<file path="config.mk">
export PLATFORM = sky130hd
export DESIGN_NAME = csfa_ctrl
export DESIGN_NICKNAME = d
export VERILOG_FILES = /design/src/hdl/csfa_pkg.sv /design/src/hdl/csfa_ctrl.sv
export SDC_FILE = /design/constraint.sdc
export NUM_CORES = 1
export LEC_CHECK = 0
export BUFFER_PORTS_ARGS = -buffer_cell sky130_fd_sc_hd__buf_4
export CAP_MARGIN = 20
export CELL_PAD_IN_SITES_DETAIL_PLACEMENT = 1
export CELL_PAD_IN_SITES_GLOBAL_PLACEMENT = 1
export CORE_MARGIN = 5
export CORE_UTILIZATION = 49
export DETAILED_ROUTE_END_ITERATION = 6
export HOLD_SLACK_MARGIN = 0.1
export PLACE_DENSITY = 0.9
export SKIP_LAST_GASP = 1
export SLEW_MARGIN = 20
export SYNTH_ARGS = -nofsm -noshare
export SYNTH_HDL_FRONTEND = slang
export SYNTH_SLANG_ARGS = --single-unit
</file>
<file path="constraint.sdc">
create_clock -name clock -period 15.6 [get_ports clock]
set_clock_uncertainty 0.15 [all_clocks]
set_input_delay 0.78 -clock clock [delete_from_list [all_inputs] [get_ports clock]]
set_output_delay 0.78 -clock clock [all_outputs]
set_load 0.1 [all_outputs]
</file>
<file path="src/hdl/csfa_pkg.sv">
`timescale 1ns / 1ps
`default_nettype none

package csfa_pkg;

   localparam int STORE_BYTES_DEF = 65536;

   localparam int FUNC_W   = 3;
   localparam int FRAME_W  = 13;
   localparam int LEN_W    = 17;
   localparam int ADDR_W   = 16;
   localparam int BYTE_W   = 8;
   localparam int STATUS_W = 3;
   localparam int CANARY_W = 32;
   localparam int CAP_W    = 17;
   localparam int HDR_BYTES = 16;

   localparam logic [FUNC_W-1:0] FUNC_PUSH  = 3'd0;
   localparam logic [FUNC_W-1:0] FUNC_POP   = 3'd1;
   localparam logic [FUNC_W-1:0] FUNC_ALLOC = 3'd2;
   localparam logic [FUNC_W-1:0] FUNC_WRITE = 3'd3;
   localparam logic [FUNC_W-1:0] FUNC_READ  = 3'd4;

   localparam logic [STATUS_W-1:0] STATUS_OK       = 3'd0;
   localparam logic [STATUS_W-1:0] STATUS_NO_SPACE = 3'd1;
   localparam logic [STATUS_W-1:0] STATUS_EMPTY    = 3'd2;
   localparam logic [STATUS_W-1:0] STATUS_MISMATCH = 3'd3;
   localparam logic [STATUS_W-1:0] STATUS_CORRUPT  = 3'd4;

   localparam logic CSR_CANARY   = 1'b0;
   localparam logic CSR_CAPACITY = 1'b1;

   localparam logic [FRAME_W-1:0] FRAME_LIMIT    = 13'd8191;
   localparam logic [CAP_W-1:0]   CAPACITY_RESET = 17'h10000;

   typedef struct packed {
      logic [BYTE_W-1:0]   read_byte;
      logic [ADDR_W-1:0]   alloc_offset;
      logic [FRAME_W-1:0]  frame_count;
      logic [STATUS_W-1:0] status;
   } result_type;

endpackage

`default_nettype wire

</file>
<file path="src/hdl/csfa_ctrl.sv">
`timescale 1ns / 1ps
`default_nettype none

module csfa_ctrl #(
   parameter int STORE_BYTES = csfa_pkg::STORE_BYTES_DEF,
   parameter int AW          = $clog2(STORE_BYTES)
) (
   input  wire logic                          clock,
   input  wire logic                          reset,
   input  wire logic                          req_valid,
   output logic                               req_ready,
   input  wire logic [csfa_pkg::FUNC_W-1:0]   req_func,
   input  wire logic [csfa_pkg::FRAME_W-1:0]  req_fnum,
   input  wire logic [csfa_pkg::LEN_W-1:0]    req_len,
   input  wire logic [csfa_pkg::ADDR_W-1:0]   req_addr,
   input  wire logic [csfa_pkg::BYTE_W-1:0]   req_wbyte,
   input  wire logic [csfa_pkg::CANARY_W-1:0] canary,
   input  wire logic [csfa_pkg::CAP_W-1:0]    capacity,
   output logic                               res_valid,
   input  wire logic                          res_ready,
   output csfa_pkg::result_type               res,
   output logic                               mem_wen,
   output logic                               mem_ren,
   output logic [AW-1:0]                      mem_addr,
   output logic [csfa_pkg::BYTE_W-1:0]        mem_wdata,
   input  wire logic [csfa_pkg::BYTE_W-1:0]   mem_rdata
);

   localparam int W = ((AW > csfa_pkg::LEN_W) ? AW : csfa_pkg::LEN_W) + 1;
   localparam int HDR_W = csfa_pkg::HDR_BYTES * csfa_pkg::BYTE_W;

   localparam logic [2:0] S_IDLE   = 3'd0;
   localparam logic [2:0] S_PUSH   = 3'd1;
   localparam logic [2:0] S_POPRD  = 3'd2;
   localparam logic [2:0] S_POPCHK = 3'd3;
   localparam logic [2:0] S_RDWAIT = 3'd4;
   localparam logic [2:0] S_DONE   = 3'd5;

   logic [2:0]                      state_ff, state_in;
   logic [4:0]                      cnt_ff, cnt_in;
   logic [AW-1:0]                   end_ff, end_in;
   logic [AW-1:0]                   link_ff, link_in;
   logic [AW-1:0]                   base_ff, base_in;
   logic [csfa_pkg::FRAME_W-1:0]    open_ff, open_in;
   logic                            active_ff, active_in;
   logic [HDR_W-1:0]                hdr_ff, hdr_in;
   logic [csfa_pkg::STATUS_W-1:0]   status_ff, status_in;
   logic [csfa_pkg::ADDR_W-1:0]     offset_ff, offset_in;
   logic [csfa_pkg::BYTE_W-1:0]     rbyte_ff, rbyte_in;

   logic [W-1:0]                    eff_cap;
   logic                            push_full;
   logic                            alloc_full;
   logic [csfa_pkg::HDR_BYTES-1:0][csfa_pkg::BYTE_W-1:0] hdr_word;
   logic [63:0]                     saved_link;
   logic                            canary_bad;

   assign eff_cap = (W'(capacity) > W'(STORE_BYTES)) ? W'(STORE_BYTES) : W'(capacity);
   assign push_full  = (W'(end_ff) + W'(csfa_pkg::HDR_BYTES)) >= eff_cap;
   assign alloc_full = (W'(end_ff) + W'(req_len)) >= eff_cap;
   assign hdr_word   = {canary, 64'(link_ff), canary};
   assign saved_link = hdr_ff[95:32];
   assign canary_bad = (hdr_ff[31:0] != canary) || (hdr_ff[127:96] != canary);

   assign req_ready = (state_ff == S_IDLE);
   assign res_valid = (state_ff == S_DONE);
   assign res.status       = status_ff;
   assign res.frame_count  = open_ff;
   assign res.alloc_offset = offset_ff;
   assign res.read_byte    = rbyte_ff;

   assign mem_addr  = (state_ff == S_IDLE) ? AW'(req_addr) : base_ff + AW'(cnt_ff[3:0]);
   assign mem_wdata = (state_ff == S_IDLE) ? req_wbyte : hdr_word[cnt_ff[3:0]];

   always_comb begin
      state_in  = state_ff;
      cnt_in    = cnt_ff;
      end_in    = end_ff;
      link_in   = link_ff;
      base_in   = base_ff;
      open_in   = open_ff;
      active_in = active_ff;
      hdr_in    = hdr_ff;
      status_in = status_ff;
      offset_in = offset_ff;
      rbyte_in  = rbyte_ff;
      mem_wen   = 1'b0;
      mem_ren   = 1'b0;
      unique case (state_ff)
         S_IDLE: begin
            if (req_valid) begin
               state_in  = S_DONE;
               cnt_in    = '0;
               status_in = csfa_pkg::STATUS_OK;
               offset_in = '0;
               rbyte_in  = '0;
               unique case (req_func)
                  csfa_pkg::FUNC_PUSH: begin
                     if (push_full || (open_ff >= csfa_pkg::FRAME_LIMIT)) begin
                        status_in = csfa_pkg::STATUS_NO_SPACE;
                     end else begin
                        base_in  = end_ff;
                        state_in = S_PUSH;
                     end
                  end
                  csfa_pkg::FUNC_POP: begin
                     if (!active_ff || (open_ff == '0)) begin
                        status_in = csfa_pkg::STATUS_EMPTY;
                     end else if (req_fnum != open_ff) begin
                        status_in = csfa_pkg::STATUS_MISMATCH;
                     end else if (open_ff == csfa_pkg::FRAME_W'(1)) begin
                        end_in    = '0;
                        link_in   = '0;
                        open_in   = '0;
                        active_in = 1'b0;
                     end else begin
                        base_in  = link_ff - AW'(4);
                        state_in = S_POPRD;
                     end
                  end
                  csfa_pkg::FUNC_ALLOC: begin
                     if (!active_ff || (open_ff == '0)) begin
                        status_in = csfa_pkg::STATUS_EMPTY;
                     end else if (alloc_full) begin
                        status_in = csfa_pkg::STATUS_NO_SPACE;
                     end else begin
                        offset_in = csfa_pkg::ADDR_W'(end_ff);
                        end_in    = AW'(W'(end_ff) + W'(req_len));
                     end
                  end
                  csfa_pkg::FUNC_WRITE: begin
                     mem_wen = 1'b1;
                  end
                  csfa_pkg::FUNC_READ: begin
                     mem_ren  = 1'b1;
                     state_in = S_RDWAIT;
                  end
                  default: begin
                     status_in = csfa_pkg::STATUS_EMPTY;
                  end
               endcase
            end
         end
         S_PUSH: begin
            mem_wen = 1'b1;
            cnt_in  = cnt_ff + 5'd1;
            if (cnt_ff[3:0] == 4'd15) begin
               link_in   = base_ff + AW'(4);
               end_in    = base_ff + AW'(csfa_pkg::HDR_BYTES);
               open_in   = open_ff + csfa_pkg::FRAME_W'(1);
               active_in = 1'b1;
               state_in  = S_DONE;
            end
         end
         S_POPRD: begin
            mem_ren = !cnt_ff[4];
            cnt_in  = cnt_ff + 5'd1;
            if (cnt_ff != 5'd0) begin
               hdr_in = {mem_rdata, hdr_ff[HDR_W-1:csfa_pkg::BYTE_W]};
            end
            if (cnt_ff[4]) begin
               state_in = S_POPCHK;
            end
         end
         S_POPCHK: begin
            state_in = S_DONE;
            if (canary_bad) begin
               status_in = csfa_pkg::STATUS_CORRUPT;
            end else begin
               end_in  = base_ff;
               link_in = saved_link[AW-1:0];
               open_in = open_ff - csfa_pkg::FRAME_W'(1);
            end
         end
         S_RDWAIT: begin
            rbyte_in = mem_rdata;
            state_in = S_DONE;
         end
         S_DONE: begin
            if (res_ready) begin
               state_in = S_IDLE;
            end
         end
         default: begin
            state_in = S_IDLE;
         end
      endcase
   end

   always_ff @(posedge clock) begin
      if (reset) begin
         state_ff  <= S_IDLE;
         cnt_ff    <= '0;
         end_ff    <= '0;
         link_ff   <= '0;
         open_ff   <= '0;
         active_ff <= 1'b0;
      end else begin
         state_ff  <= state_in;
         cnt_ff    <= cnt_in;
         end_ff    <= end_in;
         link_ff   <= link_in;
         open_ff   <= open_in;
         active_ff <= active_in;
      end
   end

   always_ff @(posedge clock) begin
      base_ff   <= base_in;
      hdr_ff    <= hdr_in;
      status_ff <= status_in;
      offset_ff <= offset_in;
      rbyte_ff  <= rbyte_in;
   end

endmodule

`default_nettype wire
</file>
==> impl_metrics.tcl, run 1 <==
set metrics [dict create \
    syn2layout_area_growth_pct 19.8 \
    cts_buffers 25 \
    p_total_uw 1920 \
    min_period_ns 5.15 \
    syn_inst 1221 \
    slowest_delay_ns 0.86 \
    swShare_pct 37.0 \
    worst_pin_slew_ns 1.11 \
    io_buffers 185 \
    vias_per_cell 6.25 \
    path_cells "or3_1 -> inv_2 -> nand2_1 -> inv_1 -> a31o_2 -> buf_4" \
    htree_levels 1 \
    clk_pin_slew_ns 0.06 \
    ys_warn_count 0 \
    clk_root_buffer_cell "clkbuf_16" \
    start_kind "flip-flop" \
    final_layout_size_suffix_gt1_share_pct 19.6 \
    worst_ep_required_time_ns 14.67 \
    r2r_slack_ns 10.54 \
    post_cts_buffers 0 \
    finalSetupViolCount 0 \
    clock_power_share_pct 32.8 \
    grt_pass1_wl_mm 64.8 \
    avgSynthCellArea_um2 10.4 \
    max_clock_freq_mhz 194 \
    grt_pass1_vias 11500 \
    max-clock-path-buffers 3 \
    cp_slowest_cell "dfxtp_1" \
    cts.sinks 225 \
    hp-class "reg2reg" \
    finalCritPeriodShare_pct 33.0 \
    status "finished, final reports clean" \
    worstPathArrival_ns 4.22 \
    synth_cell_types 74 \
    synth_edf_count 171 \
    row_count 58 \
    seq_area_frac_synth_pct 49.0 \
    overflow 0 \
    io_pins 186 \
    gp_congestion 0.927 \
    power_density_mw_per_mm2 127 \
    num_vias 10800 \
    p_sw_uw 711 \
    die-width_um 171 \
    coreArea_mm2 0.0253 \
    whs_path_depth 0 \
    ys_seq_elements 225 \
    insertion_delay_ns 0.54 \
    grt_usage_pct 28.1 \
    cts_tree "done" \
    drv_cap 0 \
    cts_resized 0 \
    end_kind "primary output" \
    syn_area_mm2 0.0127 \
    max_slew_margin_pct 25.8 \
    dieArea_mm2 0.0292 \
    firstDrtPassIters 5 \
    r2r.worst_path.cells 18 \
    leakage_uw 0.00581 \
    drv_slew 0 \
    cts_hold_buf 0 \
    synth_flop_cell "edfxtp_1" \
    ys_async_sr_fraction_pct 0 \
    seqPwrFrac_pct 36.1 \
    drc 0 \
    stdcell_area_mm2 0.0152 \
    die_y_um 171 \
    worst-setup-path-type "reg2out" \
    place_area_mm2 0.0143 \
    wl_per_cell_um 24.2 \
    dp_hpwl_mm 31.0 \
    multi_input_area_mm2 0.00608 \
    area.sequential_mm2 0.00622 \
    grt_max_degree 74 \
    path_max_fanout 34 \
    syn_nets 1405 \
    drt_wl_total_mm 41.9 \
    ir_worst_vdd_mv 0.126 \
    antenna_left 0 \
    p_int_uw 1210 \
    grt_antenna_before_repair 0 \
    start_util_pct 50.1 \
    drtIter0Drc 1102 \
    hold_viol 0 \
    fin_nets 1561 \
    rsz0062_at_grt "false" \
    nFillCells 2747 \
    combPwrFrac_pct 31.1 \
    tns_ns 0 \
]
-- per-layer routing --
layer | GRT usage, % | part of all wire, %
met1 | 36.1 | 40
met2 | 48.8 | 49
met3 | 4.64 | 7.5
met4 | 9.09 | 3.4
met5 | 0 | 0
-- cell usage after synthesis, types with 5 or more instances --
master | count | share of area (%)
mux4_2 | 8 | 1.4
o31a_1 | 5 | 0.35
mux2i_1 | 5 | 0.39
mux2_2 | 6 | 0.53
edfxtp_1 | 171 | 40
nor3_1 | 31 | 1.2
or4_1 | 11 | 0.65
o211ai_1 | 5 | 0.30
o22ai_1 | 9 | 0.44
a31oi_1 | 20 | 0.99
a21oi_1 | 55 | 2.2
a22o_1 | 9 | 0.62
nand2_1 | 113 | 3.3
nand3_1 | 28 | 1.1
xnor2_1 | 80 | 5.5
nor4_1 | 17 | 0.84
or3_1 | 16 | 0.79
ha_1 | 64 | 6.3
dfxtp_1 | 54 | 8.5
nand2b_1 | 5 | 0.25
a221oi_1 | 9 | 0.62
a211oi_1 | 11 | 0.65
nand4_1 | 19 | 0.94
buf_1 | 5 | 0.15
a22oi_1 | 22 | 1.3
nor2_1 | 115 | 3.4
and2_1 | 15 | 0.74
and3_1 | 26 | 1.3
buf_2 | 10 | 0.39
inv_1 | 36 | 1.1
o2111ai_1 | 5 | 0.35
o21ai_0 | 56 | 2.2
nor2b_1 | 14 | 0.69
a21o_1 | 9 | 0.53
xor2_1 | 42 | 2.9
o21a_1 | 8 | 0.47
clkbuf_1 | 45 | 1.3
-- cells in the final DEF (no fill, tap or decap), drive strengths merged, types with 9 or more instances in the layout --
| cell type | netlist | routed |
|---|---|---|
| ha | 64 | 64 |
| inv | 36 | 37 |
| buf | 17 | 193 |
| xnor2 | 80 | 80 |
| a22o | 9 | 9 |
| and3 | 26 | 26 |
| or3 | 16 | 16 |
| edfxtp | 171 | 171 |
| xor2 | 42 | 42 |
| nand2 | 114 | 114 |
| a211oi | 13 | 13 |
| o22ai | 9 | 9 |
| nand4 | 19 | 19 |
| a31oi | 20 | 20 |
| a221oi | 9 | 9 |
| a21oi | 55 | 55 |
| clkbuf | 47 | 32 |
| nor2b | 14 | 14 |
| nor4 | 18 | 18 |
| a22oi | 22 | 22 |
| and2 | 15 | 15 |
| or4 | 11 | 11 |
| nand3 | 28 | 28 |
| nor3 | 33 | 33 |
| o21ai | 58 | 58 |
| nor2 | 115 | 115 |
| dfxtp | 54 | 54 |
| a21o | 9 | 9 |
-- cell type report --
type,count,share of cell area [%]
flip-flops and latches,225,40.9
well taps,330,2.72
diodes,1,0.0165
repair buffers,193,9.54
inverters,36,0.889
multi-input cells,896,40.0
clock buffers,32,4.76
clock inverters,14,1.12
-- power groups by stage --
stage	Combinational [uW]	Sequential (uW)	Clock, uW
6_report	598	694	631
5_1_grt	632	697	667
4_1_cts	596	693	638
3_5_place_dp	590	705	0
3_3_place_gp	568	703	0
2_1_floorplan	368	762	0
-- final timing paths --
check / startpoint / end
worst max-delay path: state_ff[2] / mem_wen
worst min-delay path: hdr_ff[85] / hdr_ff[77]
worst max register to register: end_ff[7] / end_ff[3]
worst min register to register: hdr_ff[85] / hdr_ff[77]
-- cell families (layout without fill, tap and decap cells) --
group	Yosys count	in the layout	share of synthesized area, %
AND/OR/NAND/NOR	427	427	16.4
AO/OA/AOI/OAI	262	262	14.0
flip-flops	225	225	49.0
XOR/XNOR	122	122	8.43
buffers and inverters	100	275	3.17
adder cells (fa/ha/maj)	66	66	6.63
multiplexers	19	19	2.35
other	0	1	0
-- critical path, delay by kind of cell, from the launching register on --
| kind | cells | cell delay (ns) |
|---|---|---|
| compound gates | 1 | 0.38 |
| buf+inv | 3 | 1.17 |
| flops | 1 | 0.86 |
| simple gates | 2 | 1.26 |
-- flip-flops by register name, summed over array words and instances (netlist names), 3 cells and up --
register and cells:
rbyte_ff 8, state_ff 3, open_ff 13, status_ff 3, link_ff 16, base_ff 16, hdr_ff 128, offset_ff 16
cnt_ff 5, end_ff 16
-- per-stage QoR --
step / setup slack, ns / std cells / hold WS, ns / util [%]
final: 10.45 / 1727 / 0.269 / 60.0
after global placement: 10.35 / 1680 / 0.251 / 56.4
after global routing: 10.12 / 1726 / 0.262 / 60.0
after detailed placement: 10.13 / 1680 / 0.256 / 56.4
after CTS: 10.06 / 1726 / 0.264 / 60.0
after floorplan: 7.90 / 1221 / 0.250 / -
Note: power is estimated with default switching activity, not from simulation.
==> run 2: changes to the inputs <==
Settings changed: CORE_UTILIZATION 49 to 45, PLACE_DENSITY 0.9 to 0.84.
Clock period 15.6 ns to 5.3 ns, I/O delays scaled along.
==> run 2 against run 1 <==
- power rose to 2.8 times the previous value
- die area rose by 8.4%
- via count fell by 1.2%
- design area rose by 0.57%
- critical path depth rose by 11
- sequential share of layout area fell by 0.23 points
- wire length fell by 2.0%
- global-route usage fell by 2.9 points
- highest routed layer unchanged
==> impl_metrics.tcl, run 2 (synthesis gave the netlist of run 1 again) <==
set metrics [dict create \
    wl_per_cell_um 22.9 \
    endpoint "offset_ff[15]" \
    power_density_mw_per_mm2 357 \
    timing.rr.end "offset_ff[15]" \
    worst_ep_required_time_ns 5.53 \
    r2r.worst_path.cells 17 \
    cp_top_family "simple AND/OR/NAND/NOR gates" \
    drv_slew 0 \
    cts_tree "done" \
    cpMostUsedCell "a21oi_1" \
    drtIter0Drc 869 \
    status "finished, final reports clean" \
    r2r_slack_ns 0.39 \
    ir_worst_vdd_mv 0.285 \
    vias_per_cell 5.96 \
    insertion_delay_ns 0.52 \
    combPwrFrac_pct 32.1 \
    drv_cap 0 \
    firstDrtPassIters 5 \
    critPathLaunch "end_ff[7]" \
    num_vias 10700 \
    path_cells "ha_1 -> or4_1 -> a21oi_1 -> a21oi_1 -> a221o_1 -> a211oi_1 -> o21bai_1 -> a21oi_1 -> xnor2_1 -> ha_1 -> nand3_1 -> nor3_1 -> a22oi_1 -> o211ai_1 -> or3_1 -> nor3_2 -> and2_1" \
    max-clock-path-buffers 3 \
    dieArea_mm2 0.0316 \
    antenna_left 0 \
    cts.sinks 225 \
    hold_viol 0 \
    clk_pin_slew_ns 0.06 \
    max_slew_margin_pct 27.4 \
    htree_levels 1 \
    start_kind "flip-flop" \
    dpl_worst_slack_ns 0.397 \
    worst-setup-path-type "reg2reg" \
    layout_common_cells "buf_4 (196), edfxtp_1 (171), nor2_1 (114), nand2_1 (113), xnor2_1 (80)" \
    drc 0 \
    syn2layout_area_growth_pct 20.5 \
    clock_power_share_pct 30.5 \
    gp_congestion 0.903 \
    io_buffers 185 \
    leakage_uw 0.00582 \
    finalWorstSetupSlack_ns 0.387 \
    place_inst 1732 \
    p_sw_uw 2040 \
    hp-class "in2reg" \
    cts_buffers 25 \
    path_depth 17 \
    overflow 0 \
    worstPathArrival_ns 5.15 \
    swShare_pct 37.4 \
    seqPwrFrac_pct 37.4 \
    finalSetupViolCount 0 \
    finalCritPeriodShare_pct 92.7 \
    largest_register_ffs 128 \
    path_max_fanout 12 \
    die_y_um 178 \
    grt_usage_pct 25.2 \
    final_layout_size_suffix_gt1_share_pct 18.6 \
    holdWs_ns 0.140 \
    max_clock_freq_mhz 204 \
    whs_path_depth 3 \
    diodes 0 \
    grt_pass1_vias 11300 \
    row_count 61 \
    top_register "hdr_ff" \
    tns_ns 0 \
    final_common_cell "buf_4" \
    cp_slowest_cell "or4_1" \
    grt_antenna_before_repair 0 \
    fin_nets 1578 \
    grt_pass1_wl_mm 62.6 \
    io_pins 186 \
    start_util_pct 45.6 \
    rsz0062_at_grt "false" \
    worst_pin_slew_ns 1.09 \
    dp_hpwl_mm 31.1 \
    end_kind "flip-flop" \
    die-width_um 178 \
    p_int_uw 3420 \
    clk_root_buffer_cell "clkbuf_16" \
    timing.rr.start "end_ff[7]" \
    coreArea_mm2 0.0278 \
    slowest_delay_ns 0.52 \
    min_period_ns 4.91 \
    stdcell_count 1789 \
    crit_buf_inv 0 \
    grt_max_degree 52 \
    drt_wl_total_mm 41.0 \
]
==> run 2: worst reg2reg max path, cell delays in order (launching register included) <==
cell and delay, ns:
dfxtp_1 0.40, ha_1 0.26, or4_1 0.52, a21oi_1 0.13
a21oi_1 0.13, a221o_1 0.37, a211oi_1 0.31, o21bai_1 0.11
a21oi_1 0.19, xnor2_1 0.15, ha_1 0.26, nand3_1 0.10
nor3_1 0.08, a22oi_1 0.20, o211ai_1 0.19, or3_1 0.47
nor3_2 0.51, and2_1 0.23
==> run 2: area by class of cell <==
class	count	area [um2]
Fill cell	3098	12500
Sequential cell	225	6220
Timing Repair Buffer	210	1620
Inverter	36	135
Clock inverter	5	48.8
Clock buffer	39	708
Tap cell	378	473
Multi-Input combinational cell	896	6080
==> run 2: timing repair <==
action	in CTS	in global routing
setup buffers	0	0
hold buffers	13	0
hold endpoints to repair	35	0
resized for setup	0	0
==> run 2: per-layer routing <==
metal	track usage [%]	share of wire, %
met5	0	0
met4	8.93	3.5
met3	4.32	6.2
met2	44.0	49
met1	31.5	41
==> run 2: power groups by stage <==
stage | combinational [uW] | clock, uW | sequential [uW]
floorplan | 1080 | 0 | 2240
global placement | 1680 | 0 | 2070
detailed placement | 1730 | 0 | 2080
CTS | 1750 | 1690 | 2040
global route | 1860 | 1750 | 2050
finish | 1750 | 1660 | 2040
==> run 2: how the worst min path moves through the flow <==
stage / slack, ns / start / to
finish: 0.14 / req_func[0] / status_ff[0]
global route: 0.16 / req_func[0] / status_ff[0]
CTS: 0.12 / req_func[1] / status_ff[0]
detailed placement: 0.26 / hdr_ff[71] / hdr_ff[63]
global placement: 0.25 / hdr_ff[85] / hdr_ff[77]
floorplan: 0.21 / mem_rdata[0] / hdr_ff[120]
==> run 2: per-stage QoR <==
stage               cell area (um2)  total power (uW)  util (%)
CTS                           15300              5480      55.0
global route                  15300              5660      55.0
detailed placement            14400              3810      51.8
global placement              14400              3750      51.8
finish                        15300              5460      55.0
floorplan                     12700              3330         -
